### config.mk
export PLATFORM = sky130hd
export DESIGN_NAME = task_tick_timer_table
export DESIGN_NICKNAME = d
export VERILOG_FILES = /design/src/sv/ttt_pkg.sv /design/src/sv/task_tick_timer_table.sv
export SDC_FILE = /design/constraint.sdc
export NUM_CORES = 1
export LEC_CHECK = 0
export ABC_AREA = 1
export BUFFER_PORTS_ARGS = -buffer_cell sky130_fd_sc_hd__buf_4
export CAP_MARGIN = 20
export CELL_PAD_IN_SITES_DETAIL_PLACEMENT = 0
export CELL_PAD_IN_SITES_GLOBAL_PLACEMENT = 2
export CORE_MARGIN = 5
export CORE_UTILIZATION = 48
export DETAILED_ROUTE_END_ITERATION = 10
export HOLD_SLACK_MARGIN = 0.06
export PLACE_DENSITY = 0.9
export SYNTH_ARGS = -nofsm -noshare
export SYNTH_HDL_FRONTEND = slang
export SYNTH_SLANG_ARGS = --single-unit
### constraint.sdc
create_clock -name clk_i -period 16.25 [get_ports clk_i]
set_clock_uncertainty 0.2 [all_clocks]
set_input_delay 1.625 -clock clk_i [delete_from_list [all_inputs] [get_ports clk_i]]
set_output_delay 1.625 -clock clk_i [all_outputs]
set_load 0.005 [all_outputs]
### src/sv/ttt_pkg.sv
// Package for the task tick timer table: table sizes, command codes,
// task state codes and adder operation codes. No dependencies.
package ttt_pkg;

  localparam int unsigned MAX_TASKS = 16;
  localparam int unsigned IDX_W     = (MAX_TASKS > 1) ? $clog2(MAX_TASKS) : 1;
  localparam int unsigned CNT_W     = $clog2(MAX_TASKS + 1);

  localparam int unsigned MODE_W   = 3;
  localparam int unsigned HANDLE_W = 8;
  localparam int unsigned ID_W     = 4;
  localparam int unsigned PER_W    = 31;
  localparam int unsigned CD_W     = 32;

  localparam logic [MODE_W-1:0] MODE_TICK = 3'd0;
  localparam logic [MODE_W-1:0] MODE_ADD  = 3'd1;
  localparam logic [MODE_W-1:0] MODE_DALL = 3'd2;
  localparam logic [MODE_W-1:0] MODE_DONE = 3'd3;
  localparam logic [MODE_W-1:0] MODE_TERM = 3'd4;
  localparam logic [MODE_W-1:0] MODE_RES  = 3'd5;

  localparam logic [1:0] TS_READY   = 2'd0;
  localparam logic [1:0] TS_BLOCKED = 2'd1;
  localparam logic [1:0] TS_TERM    = 2'd2;

  typedef enum logic [1:0] {
    ALU_DEC,
    ALU_INC,
    ALU_SUB,
    ALU_NEG
  } alu_op_e;

endpackage

### src/sv/task_tick_timer_table.sv
// Task tick timer table: command sequencer, task table and one shared 33-bit adder.
// Depends on ttt_pkg.
//
//  channel | valid       | stall       | payload
//  --------+-------------+-------------+--------------------------------------------
//  in      | in_valid_i  | in_stall_o  | mode_i task_handle_i task_index_i period_i
//          |             |             | delay_ms_i
//  out     | out_valid_o | out_stall_i | kind_o status_o task_id_o last_o
//
// Tick, add and delay all scan the used table entries one per cycle (tick and delay
// through the shared adder); a tick step is held while a fire result waits on a
// stalled output. Delay one, terminate and resume touch a single entry, and an unknown
// mode goes straight to an error status. A duplicate handle ends the add scan early.
// Reset clears the task count and control state; table entries hold no reset.
// A new request is taken once the sequencer is back in idle, even while the
// last result still waits in the output register.
module task_tick_timer_table (
  input  logic                         clk_i,
  input  logic                         rst_ni,
  input  logic                         in_valid_i,
  output logic                         in_stall_o,
  input  logic [ttt_pkg::MODE_W-1:0]   mode_i,
  input  logic [ttt_pkg::HANDLE_W-1:0] task_handle_i,
  input  logic [ttt_pkg::ID_W-1:0]     task_index_i,
  input  logic [ttt_pkg::PER_W-1:0]    period_i,
  input  logic [ttt_pkg::PER_W-1:0]    delay_ms_i,
  output logic                         out_valid_o,
  input  logic                         out_stall_i,
  output logic                         kind_o,
  output logic                         status_o,
  output logic [ttt_pkg::ID_W-1:0]     task_id_o,
  output logic                         last_o
);

  localparam logic [2:0] S_IDLE  = 3'd0;
  localparam logic [2:0] S_WALK  = 3'd1;
  localparam logic [2:0] S_FLUSH = 3'd2;
  localparam logic [2:0] S_DUP   = 3'd3;
  localparam logic [2:0] S_DLY   = 3'd4;
  localparam logic [2:0] S_ONE   = 3'd5;
  localparam logic [2:0] S_STAT  = 3'd6;

  logic [2:0] state_q, state_d;
  logic [ttt_pkg::CNT_W-1:0] cnt_q, cnt_d, used_q, used_d;
  logic hold_v_q, hold_v_d;
  logic [ttt_pkg::ID_W-1:0] hold_id_q, hold_id_d, sid_q, sid_d;
  logic err_q, err_d;

  logic [ttt_pkg::MODE_W-1:0]   mode_q;
  logic [ttt_pkg::HANDLE_W-1:0] handle_q;
  logic [ttt_pkg::ID_W-1:0]     idx_q;
  logic [ttt_pkg::PER_W-1:0]    per_q, ms_q;

  logic [ttt_pkg::HANDLE_W-1:0] handle_mem [ttt_pkg::MAX_TASKS];
  logic [1:0]                   tstate_mem [ttt_pkg::MAX_TASKS];
  logic [ttt_pkg::CD_W-1:0]     cd_mem     [ttt_pkg::MAX_TASKS];
  logic [ttt_pkg::PER_W-1:0]    rel_mem    [ttt_pkg::MAX_TASKS];

  logic out_valid_q, kind_q, status_q, last_q;
  logic [ttt_pkg::ID_W-1:0] task_id_q;

  logic accept, out_free;
  logic [ttt_pkg::IDX_W-1:0] addr;
  logic [ttt_pkg::HANDLE_W-1:0] rd_handle;
  logic [1:0] rd_state;
  logic [ttt_pkg::CD_W-1:0] rd_cd, rel_cd, blk_res;
  logic [ttt_pkg::PER_W-1:0] rd_rel;

  ttt_pkg::alu_op_e alu_op;
  logic [ttt_pkg::CD_W:0] a33, b33, sum33;
  logic cin, sum_zero, sat, fire, step_ok;

  logic ent_we, hnd_we;
  logic [1:0] wr_state;
  logic [ttt_pkg::CD_W-1:0] wr_cd;
  logic push, push_kind, push_err, push_last;
  logic [ttt_pkg::ID_W-1:0] push_id;

  assign accept     = in_valid_i && !in_stall_o;
  assign in_stall_o = (state_q != S_IDLE);
  assign out_free   = !out_valid_q || !out_stall_i;

  assign addr      = (state_q == S_ONE) ? ttt_pkg::IDX_W'(idx_q)
                                        : cnt_q[ttt_pkg::IDX_W-1:0];
  assign rd_handle = handle_mem[addr];
  assign rd_state  = tstate_mem[addr];
  assign rd_cd     = cd_mem[addr];
  assign rd_rel    = rel_mem[addr];
  assign rel_cd    = {1'b0, rd_rel};

  // shared adder
  always_comb begin
    a33 = {rd_cd[ttt_pkg::CD_W-1], rd_cd};
    b33 = ~{2'b00, ms_q};
    cin = 1'b1;
    unique case (alu_op)
      ttt_pkg::ALU_DEC: begin
        b33 = '1;
        cin = 1'b0;
      end
      ttt_pkg::ALU_INC: b33 = '0;
      ttt_pkg::ALU_SUB: ;
      ttt_pkg::ALU_NEG: a33 = '0;
    endcase
    sum33 = a33 + b33 + {{ttt_pkg::CD_W{1'b0}}, cin};
  end

  assign sum_zero = (sum33[ttt_pkg::CD_W-1:0] == '0);
  assign sat      = (alu_op == ttt_pkg::ALU_SUB) &&
                    (sum33[ttt_pkg::CD_W] != sum33[ttt_pkg::CD_W-1]);
  assign blk_res  = sat ? {1'b1, {(ttt_pkg::CD_W-1){1'b0}}} : sum33[ttt_pkg::CD_W-1:0];
  assign fire     = (rd_state == ttt_pkg::TS_READY) && sum_zero;
  assign step_ok  = !(fire && hold_v_q && !out_free);

  always_comb begin
    state_d   = state_q;
    cnt_d     = cnt_q;
    used_d    = used_q;
    hold_v_d  = hold_v_q;
    hold_id_d = hold_id_q;
    err_d     = err_q;
    sid_d     = sid_q;
    alu_op    = ttt_pkg::ALU_DEC;
    ent_we    = 1'b0;
    hnd_we    = 1'b0;
    wr_state  = rd_state;
    wr_cd     = rd_cd;
    push      = 1'b0;
    push_kind = 1'b0;
    push_err  = 1'b0;
    push_id   = '0;
    push_last = 1'b0;

    unique case (state_q)
      S_IDLE: begin
        if (accept) begin
          cnt_d    = '0;
          hold_v_d = 1'b0;
          err_d    = 1'b0;
          sid_d    = '0;
          unique case (mode_i)
            ttt_pkg::MODE_TICK: state_d = S_WALK;
            ttt_pkg::MODE_ADD:  state_d = S_DUP;
            ttt_pkg::MODE_DALL: state_d = S_DLY;
            ttt_pkg::MODE_DONE,
            ttt_pkg::MODE_TERM,
            ttt_pkg::MODE_RES:  state_d = S_ONE;
            default: begin
              err_d   = 1'b1;
              state_d = S_STAT;
            end
          endcase
        end
      end
      S_WALK: begin
        if (cnt_q == used_q) begin
          state_d = S_FLUSH;
        end else begin
          alu_op = (rd_state == ttt_pkg::TS_READY) ? ttt_pkg::ALU_DEC : ttt_pkg::ALU_INC;
          if (step_ok) begin
            cnt_d = cnt_q + 1'b1;
            if (rd_state == ttt_pkg::TS_READY) begin
              ent_we = 1'b1;
              wr_cd  = fire ? rel_cd : sum33[ttt_pkg::CD_W-1:0];
              if (fire) begin
                push      = hold_v_q;
                push_kind = 1'b1;
                push_id   = hold_id_q;
                hold_v_d  = 1'b1;
                hold_id_d = ttt_pkg::ID_W'(addr);
              end
            end else if (rd_state == ttt_pkg::TS_BLOCKED) begin
              ent_we = 1'b1;
              if (sum_zero) begin
                wr_state = ttt_pkg::TS_READY;
                wr_cd    = rel_cd;
              end else begin
                wr_cd = sum33[ttt_pkg::CD_W-1:0];
              end
            end
          end
        end
      end
      S_FLUSH: begin
        if (!hold_v_q) begin
          state_d = S_IDLE;
        end else if (out_free) begin
          push      = 1'b1;
          push_kind = 1'b1;
          push_id   = hold_id_q;
          push_last = 1'b1;
          hold_v_d  = 1'b0;
          state_d   = S_IDLE;
        end
      end
      S_DUP: begin
        if (cnt_q == used_q) begin
          state_d = S_STAT;
          if (used_q == ttt_pkg::CNT_W'(ttt_pkg::MAX_TASKS)) begin
            err_d = 1'b1;
          end else begin
            hnd_we   = 1'b1;
            ent_we   = 1'b1;
            wr_state = ttt_pkg::TS_READY;
            wr_cd    = {1'b0, per_q};
            sid_d    = ttt_pkg::ID_W'(addr);
            used_d   = used_q + 1'b1;
          end
        end else if (rd_handle == handle_q) begin
          err_d   = 1'b1;
          state_d = S_STAT;
        end else begin
          cnt_d = cnt_q + 1'b1;
        end
      end
      S_DLY: begin
        if (cnt_q == used_q) begin
          state_d = S_STAT;
        end else begin
          alu_op   = rd_cd[ttt_pkg::CD_W-1] ? ttt_pkg::ALU_SUB : ttt_pkg::ALU_NEG;
          ent_we   = 1'b1;
          wr_state = ttt_pkg::TS_BLOCKED;
          wr_cd    = blk_res;
          cnt_d    = cnt_q + 1'b1;
        end
      end
      S_ONE: begin
        state_d = S_STAT;
        if ({1'b0, idx_q} >= (ttt_pkg::ID_W + 1)'(used_q)) begin
          err_d = 1'b1;
        end else begin
          sid_d  = idx_q;
          ent_we = 1'b1;
          alu_op = rd_cd[ttt_pkg::CD_W-1] ? ttt_pkg::ALU_SUB : ttt_pkg::ALU_NEG;
          unique case (mode_q)
            ttt_pkg::MODE_DONE: begin
              wr_state = ttt_pkg::TS_BLOCKED;
              wr_cd    = blk_res;
            end
            ttt_pkg::MODE_TERM: begin
              wr_state = ttt_pkg::TS_TERM;
              wr_cd    = '0;
            end
            default: begin
              wr_state = ttt_pkg::TS_READY;
              wr_cd    = rel_cd;
            end
          endcase
        end
      end
      S_STAT: begin
        if (out_free) begin
          push      = 1'b1;
          push_err  = err_q;
          push_id   = err_q ? '0 : sid_q;
          push_last = 1'b1;
          state_d   = S_IDLE;
        end
      end
      default: state_d = S_IDLE;
    endcase
  end

  always_ff @(posedge clk_i or negedge rst_ni) begin
    if (!rst_ni) begin
      state_q     <= S_IDLE;
      cnt_q       <= '0;
      used_q      <= '0;
      hold_v_q    <= 1'b0;
      out_valid_q <= 1'b0;
    end else begin
      state_q  <= state_d;
      cnt_q    <= cnt_d;
      used_q   <= used_d;
      hold_v_q <= hold_v_d;
      if (push) begin
        out_valid_q <= 1'b1;
      end else if (!out_stall_i) begin
        out_valid_q <= 1'b0;
      end
    end
  end

  always_ff @(posedge clk_i) begin
    hold_id_q <= hold_id_d;
    err_q     <= err_d;
    sid_q     <= sid_d;
    if (accept) begin
      mode_q   <= mode_i;
      handle_q <= task_handle_i;
      idx_q    <= task_index_i;
      per_q    <= period_i;
      ms_q     <= delay_ms_i;
    end
    if (push) begin
      kind_q    <= push_kind;
      status_q  <= push_err;
      task_id_q <= push_id;
      last_q    <= push_last;
    end
    if (ent_we) begin
      tstate_mem[addr] <= wr_state;
      cd_mem[addr]     <= wr_cd;
    end
    if (hnd_we) begin
      handle_mem[addr] <= handle_q;
      rel_mem[addr]    <= per_q;
    end
  end

  assign out_valid_o = out_valid_q;
  assign kind_o      = kind_q;
  assign status_o    = status_q;
  assign task_id_o   = task_id_q;
  assign last_o      = last_q;

  a_used_max: assert property (@(posedge clk_i) disable iff (!rst_ni)
    used_q <= ttt_pkg::CNT_W'(ttt_pkg::MAX_TASKS))
    else $error("task count beyond table size");

  a_used_step: assert property (@(posedge clk_i) disable iff (!rst_ni)
    (used_q != $past(used_q)) |-> (used_q == $past(used_q) + 1'b1))
    else $error("task count moved by more than one");

  a_hold_scope: assert property (@(posedge clk_i) disable iff (!rst_ni)
    hold_v_q |-> (state_q == S_WALK || state_q == S_FLUSH))
    else $error("pending fire result outside a tick");

  a_status_last: assert property (@(posedge clk_i) disable iff (!rst_ni)
    (out_valid_o && !kind_o) |-> last_o)
    else $error("status result not marked last");

  a_accept_busy: assert property (@(posedge clk_i) disable iff (!rst_ni)
    accept |=> (state_q != S_IDLE))
    else $error("request accepted without starting work");

endmodule
==> flow_metrics.env, run 1 <==
export IMPL_numClockSinks=1276
export IMPL_die_area_mm2=0.115
export IMPL_mappedNetlistNets=4128
export IMPL_layout_commonest_cell="edfxtp_1"
export IMPL_clock_period_minus_worst_slack_ns=10.03
export IMPL_synth_top_cell_area_share=0.726
export IMPL_finalSetupTns_ns=0
export IMPL_first_global_vias=33100
export IMPL_drt_drc_violations_left=0
export IMPL_synth_mux_area_fraction=0
export IMPL_initial_core_utilization=0.481
export IMPL_critical_path_startpoint_type="flip-flop"
export IMPL_hold_slack_ns=0.317
export IMPL_worstPathArrival_ns=10.21
export IMPL_num_vias=34600
export IMPL_max_clk_rate_ghz=0.0997
export IMPL_initialDrtViolationCount=4457
export IMPL_cts_tree="yes"
export IMPL_gp_congestion=0.885
export IMPL_dp_slack_ns=6.39
export IMPL_hold_violations=0
export IMPL_hold_buffers=0
export IMPL_final_cell_area_mm2=0.0589
export IMPL_timing_critical_path_slowest_cell_delay_ns=0.89
export IMPL_total_overflow_reported_by_the_global_router=0
export IMPL_drt_pass1_iterations=6
export IMPL_synth_async_reset_ratio=0.0118
export IMPL_rsz0062_at_grt="false"
export IMPL_max_clock_path_buffers=3
export IMPL_synth_ff_type="edfxtp_1"
export IMPL_synth_area_leaders="edfxtp_1, nand3_1, nand2_1"
export IMPL_die_height_um=340
export IMPL_core_area_mm2=0.108
export IMPL_cts_max_level=4
export IMPL_commonest_cells_after_routing_fill_and_taps_aside="edfxtp_1, nand2_1, nand3_1, o22ai_1, inv_1"
export IMPL_finalWirelength_um=151000
export IMPL_synth_seq_area_share=0.733
export IMPL_critical_path_top_cell_by_count="nand2_1"
export IMPL_ioPinCount=90
export IMPL_placement_cell_area_mm2=0.0546
export IMPL_post_route_cells_drive_above_1_share=0.105
export IMPL_maxCapViolations=0
export IMPL_layout_nets=4213
export IMPL_cts_made_buffers=133
export IMPL_arithmetic_cell_share_of_the_synthesized_area_counting_full_adders_half_adders_and_majority_gates=0.00964
export IMPL_postCtsResizedCells=0
export IMPL_post_cts_setup_buffer_count=0
export IMPL_combinational_family_with_the_most_area_after_synthesis="simple AND/OR/NAND/NOR gates"
export IMPL_syn_inst=4008
export IMPL_antenna_found_initial=3
export IMPL_grt_use_total=0.256
export IMPL_width_of_the_die_um=340
export IMPL_synth_enable_flop_cells=1261
export IMPL_run_status="completed"
export IMPL_setup_ws_ns=6.22
export IMPL_final_ant_viol_nets=0
export IMPL_post_route_period_util=0.617
export IMPL_timing_final_setup_violations=0
export IMPL_grt_first_pass_wirelength_um=221000
export IMPL_portBuffers=89
export IMPL_post_synth_and_or_nand_nor_area_fraction=0.121
export IMPL_critical_path_n_buffers_inverters=6
export IMPL_worstPathRequired_ns=16.43
export IMPL_synth_ff_latch_count=1276
export IMPL_cell_taking_the_most_area_after_synthesis="edfxtp_1"
export IMPL_pin_count_of_the_biggest_net_entering_global_routing=188
export IMPL_worstSetupEndpointType="flip-flop"
export IMPL_post_synthesis_mean_instance_area_um2=13.0
export IMPL_clock_latency_ns=0.75
export IMPL_detail_route_vias_per_cell=6.17
export IMPL_worst_setup_hold_path_clk_slew_ns=0.06
export IMPL_synthToLayoutAreaGrowth_pct=12.8
export IMPL_yosys_area_share_xor_xnor=0.00453
export IMPL_rows=121
export IMPL_timing_max_slew_rel_slack=0.123
export IMPL_slew_viol_final=0
export IMPL_post_drt_wl_per_cell_um=27.0
export IMPL_clockRootBuffer="clkbuf_16"
export IMPL_worst_path_dominant_cell_family="simple AND/OR/NAND/NOR gates"
export IMPL_synth_warnings=0
export IMPL_critical_path_max_fanout=66
export IMPL_synthesis_area_mm2=0.0522
export IMPL_synth_cell_types=55
export IMPL_synth_compound_area_frac=0.0970
export IMPL_worst_pin_slew_ns=1.32
export IMPL_worst_path_max_delay_cell="a21oi_1"
export IMPL_antennaDiodeCount=0
export IMPL_holdCritPathClass="flip-flop to flip-flop"
export IMPL_critPathKind="flip-flop to flip-flop"
export IMPL_dp_hpwl_um=84400
==> through the flow <==
stage / util / cells
after floorplan: - / 4008
after global placement: 0.503 / 5359
after detailed placement: 0.503 / 5360
after CTS: 0.542 / 5596
after global routing: 0.543 / 5608
final: 0.543 / 5608
==> layout make-up <==
class | instances | area (um2)
sequential | 1276 | 38200
inverter | 221 | 842
fill | 8882 | 49500
multi-input combinational | 2279 | 12400
tap | 1414 | 1770
clock inverter | 68 | 713
timing repair buffer | 182 | 1390
clock buffer | 168 | 3520
==> final timing paths <==
kind	startpoint	slack [ns]	depth (start not counted)	end
min in group asynchronous	rst_ni	0.54	1	hold_v_q
worst min-delay path	sid_q[1]	0.32	2	task_id_o[1]
worst max-delay path	state_q[1]	6.22	39	cd_mem[2][8]
worst max register to register	state_q[1]	6.22	39	cd_mem[2][8]
worst min register to register	sid_q[1]	0.32	2	task_id_o[1]
max in group asynchronous	rst_ni	15.12	1	cnt_q[1]
==> tightest hold or removal path, cell delays in order (launching register included) <==
cell and delay [ns]:
edfxtp_1 0.32, nand2_1 0.05, nand2_1 0.05
==> cell usage after synthesis (2+ instances only) <==
library cell  number
fa_1               2
buf_4             12
buf_2             39
nand3_2            2
a22oi_1          126
a21boi_0           2
o21ai_2            3
a21oi_2            2
nor3_1            38
and3_1             2
clkinv_1           5
nor2_1           161
o21ai_0          197
a221oi_1          13
o22ai_1          313
buf_6              2
o221ai_1          23
o2111a_1           2
ha_1              37
nand2_1          567
o21a_1             2
a21o_1             2
nor3_2            10
nand3_1          483
inv_2              9
xor2_1            13
a211oi_1           9
xnor2_1           14
inv_1            206
nand3b_1          10
nand2_2            5
edfxtp_1        1261
buf_1             31
dfrtp_1           15
o21ai_1           13
a31oi_1            6
nor2_4             2
nand4_1           97
a21oi_1          102
clkbuf_1         147
o21bai_1           4
nor2_2             6
==> registers in the layout, indices dropped and copies added (netlist names), 5 cells and up <==
register and cells:
tstate_mem 32, handle_q 8, per_q 31, cnt_q 5, used_q 5, handle_mem 128, rel_mem 496, ms_q 31
cd_mem 512
==> metal layers <==
metal  track usage  share of wire
met1         0.359           0.40
met2         0.407           0.47
met3        0.0510           0.10
met4        0.0853          0.033
met5             0              0
==> kinds of logic (layout without fill, tap and decap cells) <==
kind of cell | Yosys count | in the layout
DFF | 1276 | 1276
and+or+nand+nor | 1390 | 1390
adders and majority gates | 39 | 39
AOI/OAI and AO/OA | 823 | 823
xor gates and xnor gates | 27 | 27
buffers and inverters | 453 | 639
Power of run 1 is left out: the tool's default activity adds up to more than one toggle a clock period on the data nets, which glitch-free logic cannot reach.
==> inputs of run 2 (changes only) <==
--- a/config.mk
+++ b/config.mk
@@ -11,10 +11,10 @@
 export CELL_PAD_IN_SITES_DETAIL_PLACEMENT = 0
 export CELL_PAD_IN_SITES_GLOBAL_PLACEMENT = 2
 export CORE_MARGIN = 5
-export CORE_UTILIZATION = 48
+export CORE_UTILIZATION = 40
 export DETAILED_ROUTE_END_ITERATION = 10
 export HOLD_SLACK_MARGIN = 0.06
-export PLACE_DENSITY = 0.9
+export PLACE_DENSITY = 0.81
 export SYNTH_ARGS = -nofsm -noshare
 export SYNTH_HDL_FRONTEND = slang
 export SYNTH_SLANG_ARGS = --single-unit
==> constraint.sdc (replaced) <==
create_clock -name clk_i -period 8.42 [get_ports clk_i]
set_clock_uncertainty 0.2 [all_clocks]
set_input_delay 0.842 -clock clk_i [delete_from_list [all_inputs] [get_ports clk_i]]
set_output_delay 0.842 -clock clk_i [all_outputs]
set_load 0.005 [all_outputs]
==> run 2 against run 1 <==
Against the previous run: setup slack got worse by 5.6 ns; global-route usage is 3.4 points lower; core utilization is 7.8 points lower; final cell count grew 7.6%; non-clock buffer count grew 110; fmax up 28%; critical path depth shrank 1; sequential cell count unchanged; final area is 2.4% higher; register-to-register slack worse by 5.6 ns; clock-buffer cell count is 24 lower; critical path type unchanged; highest routed layer unchanged.
==> flow_metrics.env, run 2 (synthesis gave the netlist of run 1 again) <==
export IMPL_post_drt_wl_per_cell_um=26.1
export IMPL_worst_setup_hold_path_clk_slew_ns=0.06
export IMPL_cts_max_level=3
export IMPL_worst_pin_slew_ns=1.16
export IMPL_timing_final_setup_violations=0
export IMPL_num_vias=35000
export IMPL_slew_viol_final=0
export IMPL_final_seq_area_mm2=0.0382
export IMPL_first_global_vias=33300
export IMPL_critical_path_top_cell_by_count="nand2_1"
export IMPL_width_of_the_die_um=371
export IMPL_finalWirelength_um=157000
export IMPL_post_route_period_util=0.931
export IMPL_portBuffers=89
export IMPL_grt_use_total=0.223
export IMPL_layout_top_registers="cd_mem (512), rel_mem (496), handle_mem (128)"
export IMPL_total_overflow_reported_by_the_global_router=0
export IMPL_top_register="cd_mem"
export IMPL_pin_count_of_the_biggest_net_entering_global_routing=163
export IMPL_final_ant_viol_nets=0
export IMPL_dp_hpwl_um=88700
export IMPL_die_height_um=371
export IMPL_layout_commonest_cell="edfxtp_1"
export IMPL_clockRootBuffer="clkbuf_16"
export IMPL_post_route_cells_drive_above_1_share=0.111
export IMPL_commonest_cells_after_routing_fill_and_taps_aside="edfxtp_1, nand2_1, nand3_1, o22ai_1, inv_1"
export IMPL_hold_slack_ns=0.114
export IMPL_run_status="completed"
export IMPL_layout_nets=4311
export IMPL_finalSetupTns_ns=0
export IMPL_largest_reg_flops=512
export IMPL_fillCellCount=11500
export IMPL_die_area_mm2=0.138
export IMPL_place_inst=5730
export IMPL_critical_path_max_fanout=28
export IMPL_multiInputGateArea_mm2=0.0124
export IMPL_synthToLayoutAreaGrowth_pct=15.5
export IMPL_detail_route_vias_per_cell=5.79
export IMPL_max_clk_rate_ghz=0.128
export IMPL_hold_violations=0
export IMPL_cts_tree="yes"
export IMPL_antennaDiodeCount=0
export IMPL_rows=132
export IMPL_drt_pass1_iterations=5
export IMPL_worst_path_max_delay_cell="nor2_4"
export IMPL_critical_path_startpoint_type="flip-flop"
export IMPL_grt_first_pass_wirelength_um=227000
export IMPL_holdCritPathClass="primary input to flip-flop"
export IMPL_worstSetupEndpointType="flip-flop"
export IMPL_critPathKind="flip-flop to flip-flop"
export IMPL_initialDrtViolationCount=4038
export IMPL_final_cell_count_no_fill=6034
export IMPL_drt_drc_violations_left=0
export IMPL_clock_latency_ns=0.76
export IMPL_antenna_found_initial=2
export IMPL_clock_period_minus_worst_slack_ns=7.84
export IMPL_worstPathRequired_ns=8.48
export IMPL_gp_congestion=0.880
export IMPL_rsz0062_at_grt="false"
export IMPL_worstPathArrival_ns=7.90
export IMPL_core_area_mm2=0.130
export IMPL_maxCapViolations=0
export IMPL_ioPinCount=90
export IMPL_max_clock_path_buffers=3
export IMPL_cts_made_buffers=121
export IMPL_numClockSinks=1276
export IMPL_initial_core_utilization=0.403
export IMPL_timing_max_slew_rel_slack=0.220
export IMPL_timing_critical_path_slowest_cell_delay_ns=0.50
## run 2: cell types whose count changed in the layout (fill, tap and decap cells not counted), sizes merged
cell	change
dlygate4sd3	+75
buf	+35
clkbuf	-24
bufinv	+7
clkinv	+4
clkinvlp	+2
inv	-1
## run 2: stage by stage
| step | util | setup WS (ns) | instance area, um2 |
|---|---|---|---|
| 2_1_floorplan | - | 0.508 | 52200 |
| 3_3_place_gp | 0.428 | 0.518 | 55400 |
| 3_5_place_dp | 0.428 | 0.519 | 55500 |
| 4_1_cts | 0.465 | 0.451 | 60200 |
| 5_1_grt | 0.465 | 0.0167 | 60300 |
| 6_report | 0.465 | 0.581 | 60300 |
## run 2: worst max-delay path, delay by kind of cell, from the launching register on
kind | cells | cell delay, ns
adders and majority gates | 2 | 0.70
DFF | 1 | 0.45
and+or+nand+nor | 32 | 5.28
AOI/OAI and AO/OA | 1 | 0.19
buffers and inverters | 3 | 0.47
## run 2: area by class of cell
type,count,area share
Clock inverter,80,0.0145
Inverter,221,0.0140
Clock buffer,144,0.0520
Tap cell,1742,0.0361
Sequential cell,1276,0.634
Multi-Input combinational cell,2279,0.206
Timing Repair Buffer,292,0.0432
## run 2: repair_timing
| item | 4_1_cts | 5_1_grt |
|---|---|---|
| hold buffers | 75 | 0 |
| buffers inserted | 0 | 4 |
| resized for setup | 0 | 2 |
| endpoints found under the setup margin | 0 | 95 |
| endpoints found under the hold margin | 89 | 0 |
## run 2: per-layer routing
layer | global-route usage | part of all wire | up-vias
met4 | 0.0559 | 0.026 | 0
met3 | 0.0405 | 0.086 | 245
met1 | 0.311 | 0.41 | 17600
met2 | 0.363 | 0.48 | 1571
met5 | 0 | 0 | -
li1 | - | - | 15500
## run 2: worst paths after layout
path,start,endpoint,slack [ns],cells after the start
max,state_q[1],cd_mem[10][20],0.58,38
max in group asynchronous,rst_ni,cnt_q[1],7.51,2
max reg2reg,state_q[1],cd_mem[10][20],0.58,38
min in group asynchronous,rst_ni,hold_v_q,0.32,2
min,period_i[10],per_q[10],0.11,1
min reg2reg,hold_id_q[1],task_id_o[1],0.32,2
Power of run 2 is left out for the same reason.
